File: src/rtl/core/pic_pkg.sv
// ----------------------------------------------------------------------------
// pic_pkg
// Types and constants shared by the priority interrupt controller.
// ----------------------------------------------------------------------------
`default_nettype none

package pic_pkg;

    localparam int FUNC_W   = 3;
    localparam int SRC_W    = 3;
    localparam int ACK_W    = 8;
    localparam int ADDR_W   = 16;
    localparam int MULT_W   = 8;
    localparam int CNT_W    = 4;
    localparam int CAUSE_W  = 8;
    localparam int PROD_W   = SRC_W + MULT_W;
    localparam int CFG_IDX_W  = 2;
    localparam int CFG_DATA_W = 16;

    typedef enum logic [FUNC_W-1:0] {
        FUNC_REQUEST    = 3'd0,
        FUNC_CLEAR      = 3'd1,
        FUNC_SET_ENABLE = 3'd2,
        FUNC_READ_CAUSE = 3'd3,
        FUNC_WRITE_ACK  = 3'd4
    } t_func;

    typedef enum logic [CFG_IDX_W-1:0] {
        REG_CAUSE_ADDRESS = 2'd0,
        REG_CAUSE_MASK    = 2'd1,
        REG_CAUSE_MULT    = 2'd2,
        REG_SOURCE_COUNT  = 2'd3
    } t_cfg_reg;

    localparam logic [ADDR_W-1:0] RST_CAUSE_ADDRESS = 16'h0000;
    localparam logic [ADDR_W-1:0] RST_CAUSE_MASK    = 16'hFFFF;
    localparam logic [MULT_W-1:0] RST_CAUSE_MULT    = 8'd1;
    localparam logic [CNT_W-1:0]  RST_SOURCE_COUNT  = 4'd8;

endpackage

`default_nettype wire

File: src/rtl/core/priority_interrupt_controller_top.sv
// ----------------------------------------------------------------------------
// priority_interrupt_controller_top
// Fixed-priority interrupt controller with pending and enable bits per source.
// ----------------------------------------------------------------------------
// Usage:
//   Input channel (i_in_valid / o_in_stall) carries one operation per
//   transfer: request, clear, set enable, read cause or write acknowledge.
//   Output channel (o_out_valid / i_out_stall) returns one result for every
//   operation: cause value, any-pending flag and masked address match, all
//   reflecting the state after that operation.
//   The operation lands in an input register; the state update, priority
//   encode and cause multiply then run on it and land in the result
//   register. Throughput is one operation per cycle while the output
//   channel is not stalled.
//   When the receiver stalls, the result register holds; one further
//   operation is taken into the input register, then o_in_stall rises.
//   Reset clears pending bits, sets all enable bits and loads the register
//   defaults (address 0, mask all ones, multiplier 1, source count 8).
//   Configuration writes (i_cfg_we) take effect at once; write only when idle.
// ----------------------------------------------------------------------------
`default_nettype none

module priority_interrupt_controller_top
    import pic_pkg::*;
#(
    parameter int MAX_SOURCES = 8
) (
    input  wire logic                  i_clk,
    input  wire logic                  i_rst_n,

    input  wire logic                  i_cfg_we,
    input  wire logic [CFG_IDX_W-1:0]  i_cfg_index,
    input  wire logic [CFG_DATA_W-1:0] i_cfg_data,

    input  wire logic                  i_in_valid,
    output      logic                  o_in_stall,
    input  wire logic [FUNC_W-1:0]     i_func,
    input  wire logic [SRC_W-1:0]      i_source,
    input  wire logic                  i_enable_flag,
    input  wire logic [ACK_W-1:0]      i_ack_mask,
    input  wire logic [ADDR_W-1:0]     i_bus_address,

    output      logic                  o_out_valid,
    input  wire logic                  i_out_stall,
    output      logic [CAUSE_W-1:0]    o_cause_value,
    output      logic                  o_any_pending,
    output      logic                  o_address_match
);

    // configuration
    logic [ADDR_W-1:0] r_cause_address;
    logic [ADDR_W-1:0] r_cause_mask;
    logic [MULT_W-1:0] r_cause_mult;
    logic [CNT_W-1:0]  r_source_count;

    // state
    logic [MAX_SOURCES-1:0] r_pending, n_pending;
    logic [MAX_SOURCES-1:0] r_enable,  n_enable;

    // input register
    logic              r_in_valid;
    logic [FUNC_W-1:0] r_func;
    logic [SRC_W-1:0]  r_source;
    logic              r_enable_flag;
    logic [ACK_W-1:0]  r_ack_mask;
    logic [ADDR_W-1:0] r_bus_address;

    // result register
    logic               r_out_valid;
    logic [CAUSE_W-1:0] r_cause_value, n_cause_value;
    logic               r_any_pending, n_any_pending;
    logic               r_address_match, n_address_match;

    logic                   advance;
    logic                   in_take;
    logic [MAX_SOURCES-1:0] src_sel;
    logic [MAX_SOURCES-1:0] in_range;
    logic [MAX_SOURCES-1:0] active;
    logic [SRC_W-1:0]       winner;
    logic [PROD_W-1:0]      product;

    assign advance    = !r_out_valid || !i_out_stall;
    assign o_in_stall = r_in_valid && !advance;
    assign in_take    = i_in_valid && !o_in_stall;

    always_comb begin
        for (int i = 0; i < MAX_SOURCES; i++) begin
            src_sel[i]  = (r_source == SRC_W'(i));
            // sources at or above the count (clamped to the maximum) are out of use
            in_range[i] = (r_source_count > CNT_W'(i));
        end
    end

    always_comb begin
        n_pending = r_pending;
        n_enable  = r_enable;
        case (t_func'(r_func))
            FUNC_REQUEST:    n_pending = r_pending | (src_sel & in_range);
            FUNC_CLEAR:      n_pending = r_pending & ~(src_sel & in_range);
            FUNC_SET_ENABLE: begin
                if (r_enable_flag) begin
                    n_enable = r_enable | src_sel;
                end else begin
                    n_enable = r_enable & ~src_sel;
                end
            end
            FUNC_READ_CAUSE: n_pending = r_pending;
            FUNC_WRITE_ACK:  n_pending = r_pending & ~(r_ack_mask[MAX_SOURCES-1:0] & in_range);
            default:         n_pending = r_pending;
        endcase
    end

    // highest-numbered active source wins
    always_comb begin
        active = n_pending & n_enable & in_range;
        winner = '0;
        for (int i = 0; i < MAX_SOURCES; i++) begin
            if (active[i]) begin
                winner = SRC_W'(i);
            end
        end
        product         = PROD_W'(winner) * PROD_W'(r_cause_mult);
        n_any_pending   = |active;
        n_cause_value   = n_any_pending ? product[CAUSE_W-1:0] : '0;
        n_address_match = ((r_bus_address & r_cause_mask) ==
                           (r_cause_address & r_cause_mask));
    end

    always_ff @(posedge i_clk) begin
        if (!i_rst_n) begin
            r_cause_address <= RST_CAUSE_ADDRESS;
            r_cause_mask    <= RST_CAUSE_MASK;
            r_cause_mult    <= RST_CAUSE_MULT;
            r_source_count  <= RST_SOURCE_COUNT;
        end else if (i_cfg_we) begin
            unique case (t_cfg_reg'(i_cfg_index))
                REG_CAUSE_ADDRESS: r_cause_address <= i_cfg_data[ADDR_W-1:0];
                REG_CAUSE_MASK:    r_cause_mask    <= i_cfg_data[ADDR_W-1:0];
                REG_CAUSE_MULT:    r_cause_mult    <= i_cfg_data[MULT_W-1:0];
                REG_SOURCE_COUNT:  r_source_count  <= i_cfg_data[CNT_W-1:0];
                default:           r_source_count  <= r_source_count;
            endcase
        end
    end

    always_ff @(posedge i_clk) begin
        if (!i_rst_n) begin
            r_in_valid  <= 1'b0;
            r_out_valid <= 1'b0;
            r_pending   <= '0;
            r_enable    <= '1;
        end else begin
            if (advance) begin
                r_in_valid  <= in_take;
                r_out_valid <= r_in_valid;
                if (r_in_valid) begin
                    r_pending <= n_pending;
                    r_enable  <= n_enable;
                end
            end else if (in_take) begin
                // output held: the empty input register still takes one transfer
                r_in_valid <= 1'b1;
            end
        end
    end

    always_ff @(posedge i_clk) begin
        if (in_take) begin
            r_func        <= i_func;
            r_source      <= i_source;
            r_enable_flag <= i_enable_flag;
            r_ack_mask    <= i_ack_mask;
            r_bus_address <= i_bus_address;
        end
        if (advance && r_in_valid) begin
            r_cause_value   <= n_cause_value;
            r_any_pending   <= n_any_pending;
            r_address_match <= n_address_match;
        end
    end

    assign o_out_valid     = r_out_valid;
    assign o_cause_value   = r_cause_value;
    assign o_any_pending   = r_any_pending;
    assign o_address_match = r_address_match;

`ifndef SYNTHESIS
    a_no_winner_zero_cause: assert property (@(posedge i_clk) disable iff (!i_rst_n)
        (o_out_valid && !o_any_pending) |-> (o_cause_value == '0))
        else $error("cause value non-zero with nothing pending");

    a_held_item_kept: assert property (@(posedge i_clk) disable iff (!i_rst_n)
        (r_in_valid && r_out_valid && i_out_stall) |=> r_in_valid)
        else $error("queued operation lost while output stalled");

    a_state_only_on_advance: assert property (@(posedge i_clk) disable iff (!i_rst_n)
        !(r_in_valid && advance) |=> ($stable(r_pending) && $stable(r_enable)))
        else $error("interrupt state changed without an operation");
`endif

endmodule

`default_nettype wire
File: config.mk
export PLATFORM = sky130hd
export DESIGN_NAME = priority_interrupt_controller_top
export DESIGN_NICKNAME = d
export VERILOG_FILES = /design/src/rtl/core/pic_pkg.sv /design/src/rtl/core/priority_interrupt_controller_top.sv
export SDC_FILE = /design/constraint.sdc
export NUM_CORES = 1
export LEC_CHECK = 0
export ABC_AREA = 1
export BUFFER_PORTS_ARGS = -buffer_cell sky130_fd_sc_hd__buf_2
export CAP_MARGIN = 25
export CORE_ASPECT_RATIO = 0.5
export CORE_MARGIN = 5
export CORE_UTILIZATION = 30
export DETAILED_ROUTE_END_ITERATION = 10
export GPL_TIMING_DRIVEN = 1
export PLACE_DENSITY_LB_ADDON = 0.25
export SLEW_MARGIN = 0
export SYNTH_ARGS = -nofsm -noshare
export SYNTH_HDL_FRONTEND = slang
export SYNTH_SLANG_ARGS = --single-unit
File: constraint.sdc
create_clock -name i_clk -period 4.4 [get_ports i_clk]
set_clock_uncertainty 0.05 [all_clocks]
set_input_delay 0 -clock i_clk [delete_from_list [all_inputs] [get_ports i_clk]]
set_output_delay 0 -clock i_clk [all_outputs]
set_load 0.02 [all_outputs]
==> summary.md, run 1 <==
| Metric | Value |
|---|---|
| Largest delay share family, worst path | `simple AND/OR/NAND/NOR gates` |
| Cell Chain, Critical Path | `nor2_4, nand2_4, or2_1, nand4_1, nand2_1, nor2_2, inv_1, nand2_1, nand2_1, nand2_1, nand2_2, inv_1, nor2_1, fa_1, ha_1, inv_1, fa_1, nor2_1, nor2_1, nor2_1, nor2_1, or2_2, a21oi_1` |
| CP startpoint kind | `register` |
| Layout cells sized above 1 | `0.168` |
| TritonCTS clock tree | `built` |
| Clk pwr share | `0.366` |
| Vias in the first global route | `4156` |
| Syn avg cell area | `8.15 um^2` |
| Final Cycle Share | `0.911` |
| Clock Latency Late Sink | `0.36 ns` |
| Worst Path Required | `4.56 ns` |
| Global-route met2 utilization | `0.219` |
| Endpoints failing setup | `0` |
| Path type of the worst setup path | `reg2reg` |
| RSZ-0062 raised after global routing | `false` |
| Fill cells | `1677` |
| Final Max Tran Viols | `0` |
| Leak Pwr | `2.87 nW` |
| Detailed Place HPWL | `8.60 mm` |
| DR vias | `4197` |
| Yosys warns | `0` |
| Main synth FF type | `dfxtp_1` |
| Resized Gates After CTS | `0` |
| Synth Instances | `605` |
| Layout Nets | `787` |
| Num CTS Buffers | `9` |
| Initial DRC Count | `229` |
| GR Util met1 | `0.183` |
| M3 GR Usage | `0.0266` |
| Placeable Area | `16300 um^2` |
| Initial antenna violation count | `0` |
| Switch Pwr | `0.640 mW` |
| Post-synth EDFFs | `41` |
| Syn Nets | `671` |
| Max transition margin | `0.401` |
| Netlist cell types | `41` |
| Worst-margin pin slew | `0.899 ns` |
| Gp weighted congestion | `0.901` |
| Power Density | `352 nW/um^2` |
| CP Max Fanout | `15` |
| Logic gate share of total power | `0.149` |
| Die ar. | `19300 um^2` |
| Nature of the critical path endpoint | `register` |
| GR Overflow Total | `0` |
| Most Crowded Layer GR | `met2` |
| Share of flip-flops with an asynchronous set or reset | `0` |
| Hold Violations, Final | `0` |
| DR DRC count | `0` |
| Area of the multi-input gates | `2120 um^2` |
| Post-layout util | `0.391` |
| N_diodes | `0` |
| Max Cap Viol | `0` |
| CTS root buf | `clkbuf_16` |
| Drt via density | `4.40` |
| Final hold slack | `0.0364 ns` |
| Sequential power share | `0.485` |
| Setup TNS | `0 ns` |
| Antenna Nets Post-Route | `0` |
| Longest Clk Path Bufs | `2` |
| Worst Path Arrival | `4.17 ns` |
| GR Util All Layers | `0.134` |
| Fin crit period | `4.01 ns` |
| Die Y-Extent | `101 um` |
| Num ports | `66` |
| Clock slew at reported path FFs | `0.07 ns` |
| Initial core utilization | `0.303` |
| Internal power | `1.60 mW` |
| Crit-path slowest cell | `fa_1` |
| Critical path's largest stage delay | `0.49 ns` |
| Critical Path Most Common Cell | `nor2_1` |
| Hold/Removal Path Class | `in2reg` |
| #FFs+latches synth | `103` |
| Synthesis-to-layout area growth | `28.9%` |
| Routed wire per std cell | `12.8 um` |
| Rows | `33` |
| Fmax | `0.249 GHz` |
| 1st-pass router iterations | `5` |
| Routed wire length | `12.2 mm` |
| FF/Latch Area | `2470 um^2` |
| Net switching share of the total power | `0.286` |
| Buf/Inv on CP | `3` |
| Largest net degree at the start of global routing | `53` |
| Die span in x | `191 um` |
| Synthesized area | `4930 um^2` |
| PortBufs | `65` |
| Seq/Total Area, Yosys | `0.501` |
| IR drop worst, VDD | `0.000187 V` |
| Status | `finished, final reports clean` |
| Global-route wire length before repair | `20.6 mm` |
| CTS Sinks | `103` |
| H-tree depth | `3` |
==> power groups by stage <==
stage / logic, mW / registers (mW) / clock network [mW]
3_3_place_gp: 0.294 / 1.11 / 0
3_5_place_dp: 0.296 / 1.11 / 0
6_report: 0.333 / 1.08 / 0.819
2_1_floorplan: 0.197 / 1.11 / 0
5_1_grt: 0.380 / 1.09 / 0.878
4_1_cts: 0.332 / 1.09 / 0.848
==> synthesized netlist by cell type (6+ instances only) <==
| library cell | n | share of area |
|---|---|---|
| nand3_1 | 39 | 0.040 |
| ha_1 | 6 | 0.015 |
| fa_1 | 6 | 0.024 |
| nor2_1 | 87 | 0.066 |
| edfxtp_1 | 41 | 0.25 |
| inv_2 | 6 | 0.0046 |
| dfxtp_1 | 62 | 0.25 |
| nor3_1 | 8 | 0.0081 |
| nand2_2 | 8 | 0.010 |
| clkbuf_1 | 15 | 0.011 |
| o21ai_0 | 55 | 0.056 |
| inv_1 | 69 | 0.052 |
| a21oi_1 | 33 | 0.033 |
| nand2_1 | 119 | 0.091 |
==> final timing paths <==
check,from,endpoint,slack [ns],depth (start not counted)
worst min register to register,r_cause_mask[2],r_cause_mask[2],0.40,2
worst max register to register,r_func[0],o_cause_value[6],0.39,23
worst max-delay path,r_func[0],o_cause_value[6],0.39,23
worst min-delay path,i_cfg_index[1],r_source_count[3],0.04,4
==> final cells by class <==
type / count / share of cell area
sequential: 103 / 0.389
clock inverter: 7 / 0.0128
inverter: 75 / 0.0443
clock buffer: 9 / 0.0354
timing repair buffer: 121 / 0.141
tap: 227 / 0.0447
multi-input combinational: 411 / 0.333
==> metal layers <==
| metal | part of all wire | up-vias | wire length (um) |
|---|---|---|---|
| met5 | 0 | - | 0 |
| li1 | - | 2208 | - |
| met4 | 0.010 | 0 | 122 |
| met2 | 0.46 | 79 | 5580 |
| met3 | 0.051 | 10 | 625 |
| met1 | 0.48 | 1900 | 5900 |
==> logic make-up (layout without fill, tap and decap cells) <==
logic type      count (synthesis)  in the layout  share of synthesized area
compound gates                116            116                      0.135
flops                         103            103                      0.501
buf+inv                        91            212                     0.0708
fa+ha+maj                      12             12                     0.0396
simple gates                  283            283                      0.253
==> sequential cells by signal (all words and copies together) (netlist names), 3 cells and up <==
register / count
r_bus_address: 16
r_cause_address: 16
r_cause_mask: 16
o_cause_value: 8
r_ack_mask: 8
r_cause_mult: 8
r_enable: 8
r_pending: 8
r_source_count: 4
r_func: 3
r_source: 3
==> cell usage in the layout, fill, tap and decap left out, types with 4 or more instances in the layout <==
master | netlist | routed
o21ai_0 | 55 | 55
inv_1 | 69 | 69
fa_1 | 6 | 6
a21oi_1 | 33 | 33
dlygate4sd3_1 | 0 | 51
nor3_1 | 8 | 7
nand2_1 | 119 | 119
inv_2 | 6 | 6
edfxtp_1 | 41 | 41
ha_1 | 6 | 6
nand3_1 | 39 | 39
buf_4 | 0 | 4
nor2_4 | 4 | 4
o21ai_2 | 4 | 4
nand2_2 | 8 | 8
buf_2 | 0 | 65
dfxtp_1 | 62 | 62
nor2_2 | 5 | 6
nor2_1 | 87 | 86
clkbuf_16 | 0 | 9
==> timing repair <==
item	CTS	global route
buffers inserted	0	0
hold buffers	51	0
endpoints found under the hold margin	77	0
==> tightest hold or removal path, cell delays in order <==
cell     delay [ns]
buf_2          0.12
inv_1          0.07
nor3_1         0.09
o21ai_0        0.13
==> per-stage QoR <==
stage	instance area, um^2	power (mW)	cells	setup slack [ns]
6_report	6360	2.24	953	0.390
5_1_grt	6360	2.35	953	0.00365
4_1_cts	6330	2.27	952	0.370
3_5_place_dp	5510	1.40	885	0.413
3_3_place_gp	5510	1.40	885	0.451
2_1_floorplan	4930	1.31	605	0.834
Note: power is estimated with default switching activity, not from simulation.
==> inputs of run 2 (changes only) <==
- CAP_MARGIN: 25 -> 20
- PLACE_DENSITY_LB_ADDON: 0.25 -> 0.12
==> run 2 against run 1 <==
Net effect:
- non-clock buffer count unchanged
- register-to-register slack better by 0.04 ns
- combinational power hardly changed
- global-route usage is 0.79 points higher
- critical path depth unchanged
- sequential power hardly changed
- die area is the same
- critical endpoint unchanged
- largest cell class unchanged
- largest power group unchanged
- highest routed layer unchanged
==> summary.md, run 2 (same netlist as run 1, synthesis figures left out) <==
| Metric | Value |
|---|---|
| Initial antenna violation count | `0` |
| Clock slew at reported path FFs | `0.08 ns` |
| Hold/Removal Path Class | `in2reg` |
| Largest regs | `r_bus_address x16, r_cause_address x16, r_cause_mask x16` |
| Drt via density | `4.39` |
| Setup TNS | `0 ns` |
| Nature of the critical path endpoint | `register` |
| GR Util All Layers | `0.142` |
| Final Cycle Share | `0.903` |
| GR Overflow Total | `0` |
| Routed wire length | `12.6 mm` |
| Max Cap Viol | `0` |
| Die ar. | `19300 um^2` |
| Path type of the worst setup path | `reg2reg` |
| DR vias | `4183` |
| N_diodes | `0` |
| Global-route wire length before repair | `21.4 mm` |
| Hold Violations, Final | `0` |
| Gp weighted congestion | `0.858` |
| Fin crit period | `3.97 ns` |
| IR drop worst, VDD | `0.000204 V` |
| Hold_sp | `i_cfg_index[1]` |
| Status | `finished, final reports clean` |
| TritonCTS clock tree | `built` |
| 1st-pass router iterations | `4` |
| Max transition margin | `0.399` |
| CTS Sinks | `103` |
| Layout cells sized above 1 | `0.168` |
| Worst Path Required | `4.56 ns` |
| Rows | `33` |
| Final Max Tran Viols | `0` |
| Synthesis-to-layout area growth | `29.0%` |
| Initial core utilization | `0.303` |
| Endpoints failing setup | `0` |
| CP startpoint kind | `register` |
| Largest net degree at the start of global routing | `53` |
| CTS root buf | `clkbuf_16` |
| Leading cell type in the layout, fill and taps excluded | `nand2_1` |
| Num CTS Buffers | `9` |
| Worst-margin pin slew | `0.902 ns` |
| Power Density | `361 nW/um^2` |
| Fill cells | `1703` |
| Setup bufs post-CTS | `0` |
| Longest Clk Path Bufs | `2` |
| Layout Nets | `787` |
| Die span in x | `191 um` |
| Leak Pwr | `2.88 nW` |
| Vias in the first global route | `4226` |
| Initial DRC Count | `255` |
| CP Max Fanout | `15` |
| PortBufs | `65` |
| Routed wire per std cell | `13.2 um` |
| Die Y-Extent | `101 um` |
| Worst Path Arrival | `4.14 ns` |
| Detailed Place HPWL | `8.84 mm` |
| Clock Latency Late Sink | `0.35 ns` |
| Num ports | `66` |
| Commonest non-fill, non-tap cells in the layout | `nand2_1, nor2_1, inv_1, buf_2, dfxtp_1` |
| Fmax | `0.252 GHz` |
| H-tree depth | `3` |
| Antenna Nets Post-Route | `0` |
| RSZ-0062 raised after global routing | `false` |
| Final hold slack | `0.0234 ns` |
| CP startpoint | `r_func[0]` |
| Worst r2r src | `r_func[0]` |
| Placeable Area | `16300 um^2` |
| DR DRC count | `0` |
## run 2: changes by cell type in the layout (fill, tap and decap cells not counted), sizes merged
| cell | previous run | this run |
|---|---|---|
| clkbuf | 9 | 12 |
| inv | 80 | 77 |
| clkinv | 2 | 0 |
| bufinv | 0 | 1 |
| clkinvlp | 0 | 1 |
## run 2: final cells by class
class | instances | area, um^2 | area share
Timing Repair Buffer | 121 | 873 | 0.137
Sequential cell | 103 | 2470 | 0.388
Clock buffer | 12 | 278 | 0.0436
Clock inverter | 4 | 57.6 | 0.00904
Inverter | 75 | 282 | 0.0442
Multi-Input combinational cell | 411 | 2120 | 0.333
Tap cell | 227 | 284 | 0.0446
## run 2: per-layer routing
metal  routed length [um]  GRT usage
met1                 6660      0.198
met3                  495     0.0374
met4                  105     0.0375
met5                    0          0
met2                 5320      0.220
## run 2: final timing paths
path / end / slack, ns / depth (start not counted)
min: r_source_count[3] / 0.02 / 4
min reg2reg: r_cause_mask[10] / 0.41 / 2
max: o_cause_value[6] / 0.43 / 23
max reg2reg: o_cause_value[6] / 0.43 / 23
## run 2: stage by stage
step,instance area (um^2),std cells,setup slack (ns),power [mW],utilization
final,6370,953,0.426,2.30,0.391
after global routing,6370,953,0.0263,2.43,0.391
after CTS,6370,953,0.390,2.34,0.391
after detailed placement,5520,886,0.423,1.41,0.339
after global placement,5520,886,0.376,1.41,0.339
after floorplan,4930,605,0.834,1.31,-
## run 2: report_power, final
group	internal, mW	switching, mW	total (mW)
Combinational	0.132	0.198	0.330
Clock	0.513	0.373	0.886
Sequential	1.05	0.0303	1.08
## run 2: critical path: stages (launching register included)
cell and delay [ns]:
edfxtp_1 0.48, nor2_4 0.20, nand2_4 0.15, or2_1 0.25, nand4_1 0.09, nand2_1 0.09, nor2_2 0.18, inv_1 0.05
nand2_1 0.06, nand2_1 0.04, nand2_1 0.06, nand2_2 0.09, inv_1 0.12, nor2_1 0.07, fa_1 0.48, ha_1 0.18
inv_1 0.06, fa_1 0.37, nor2_1 0.15, nor2_1 0.05, nor2_1 0.08, nor2_1 0.06, or2_2 0.27, a21oi_1 0.14
## run 2: timing repair
action,CTS,global route
gates resized for setup,0,0
endpoints found under the hold margin,77,0
hold buffers,51,0
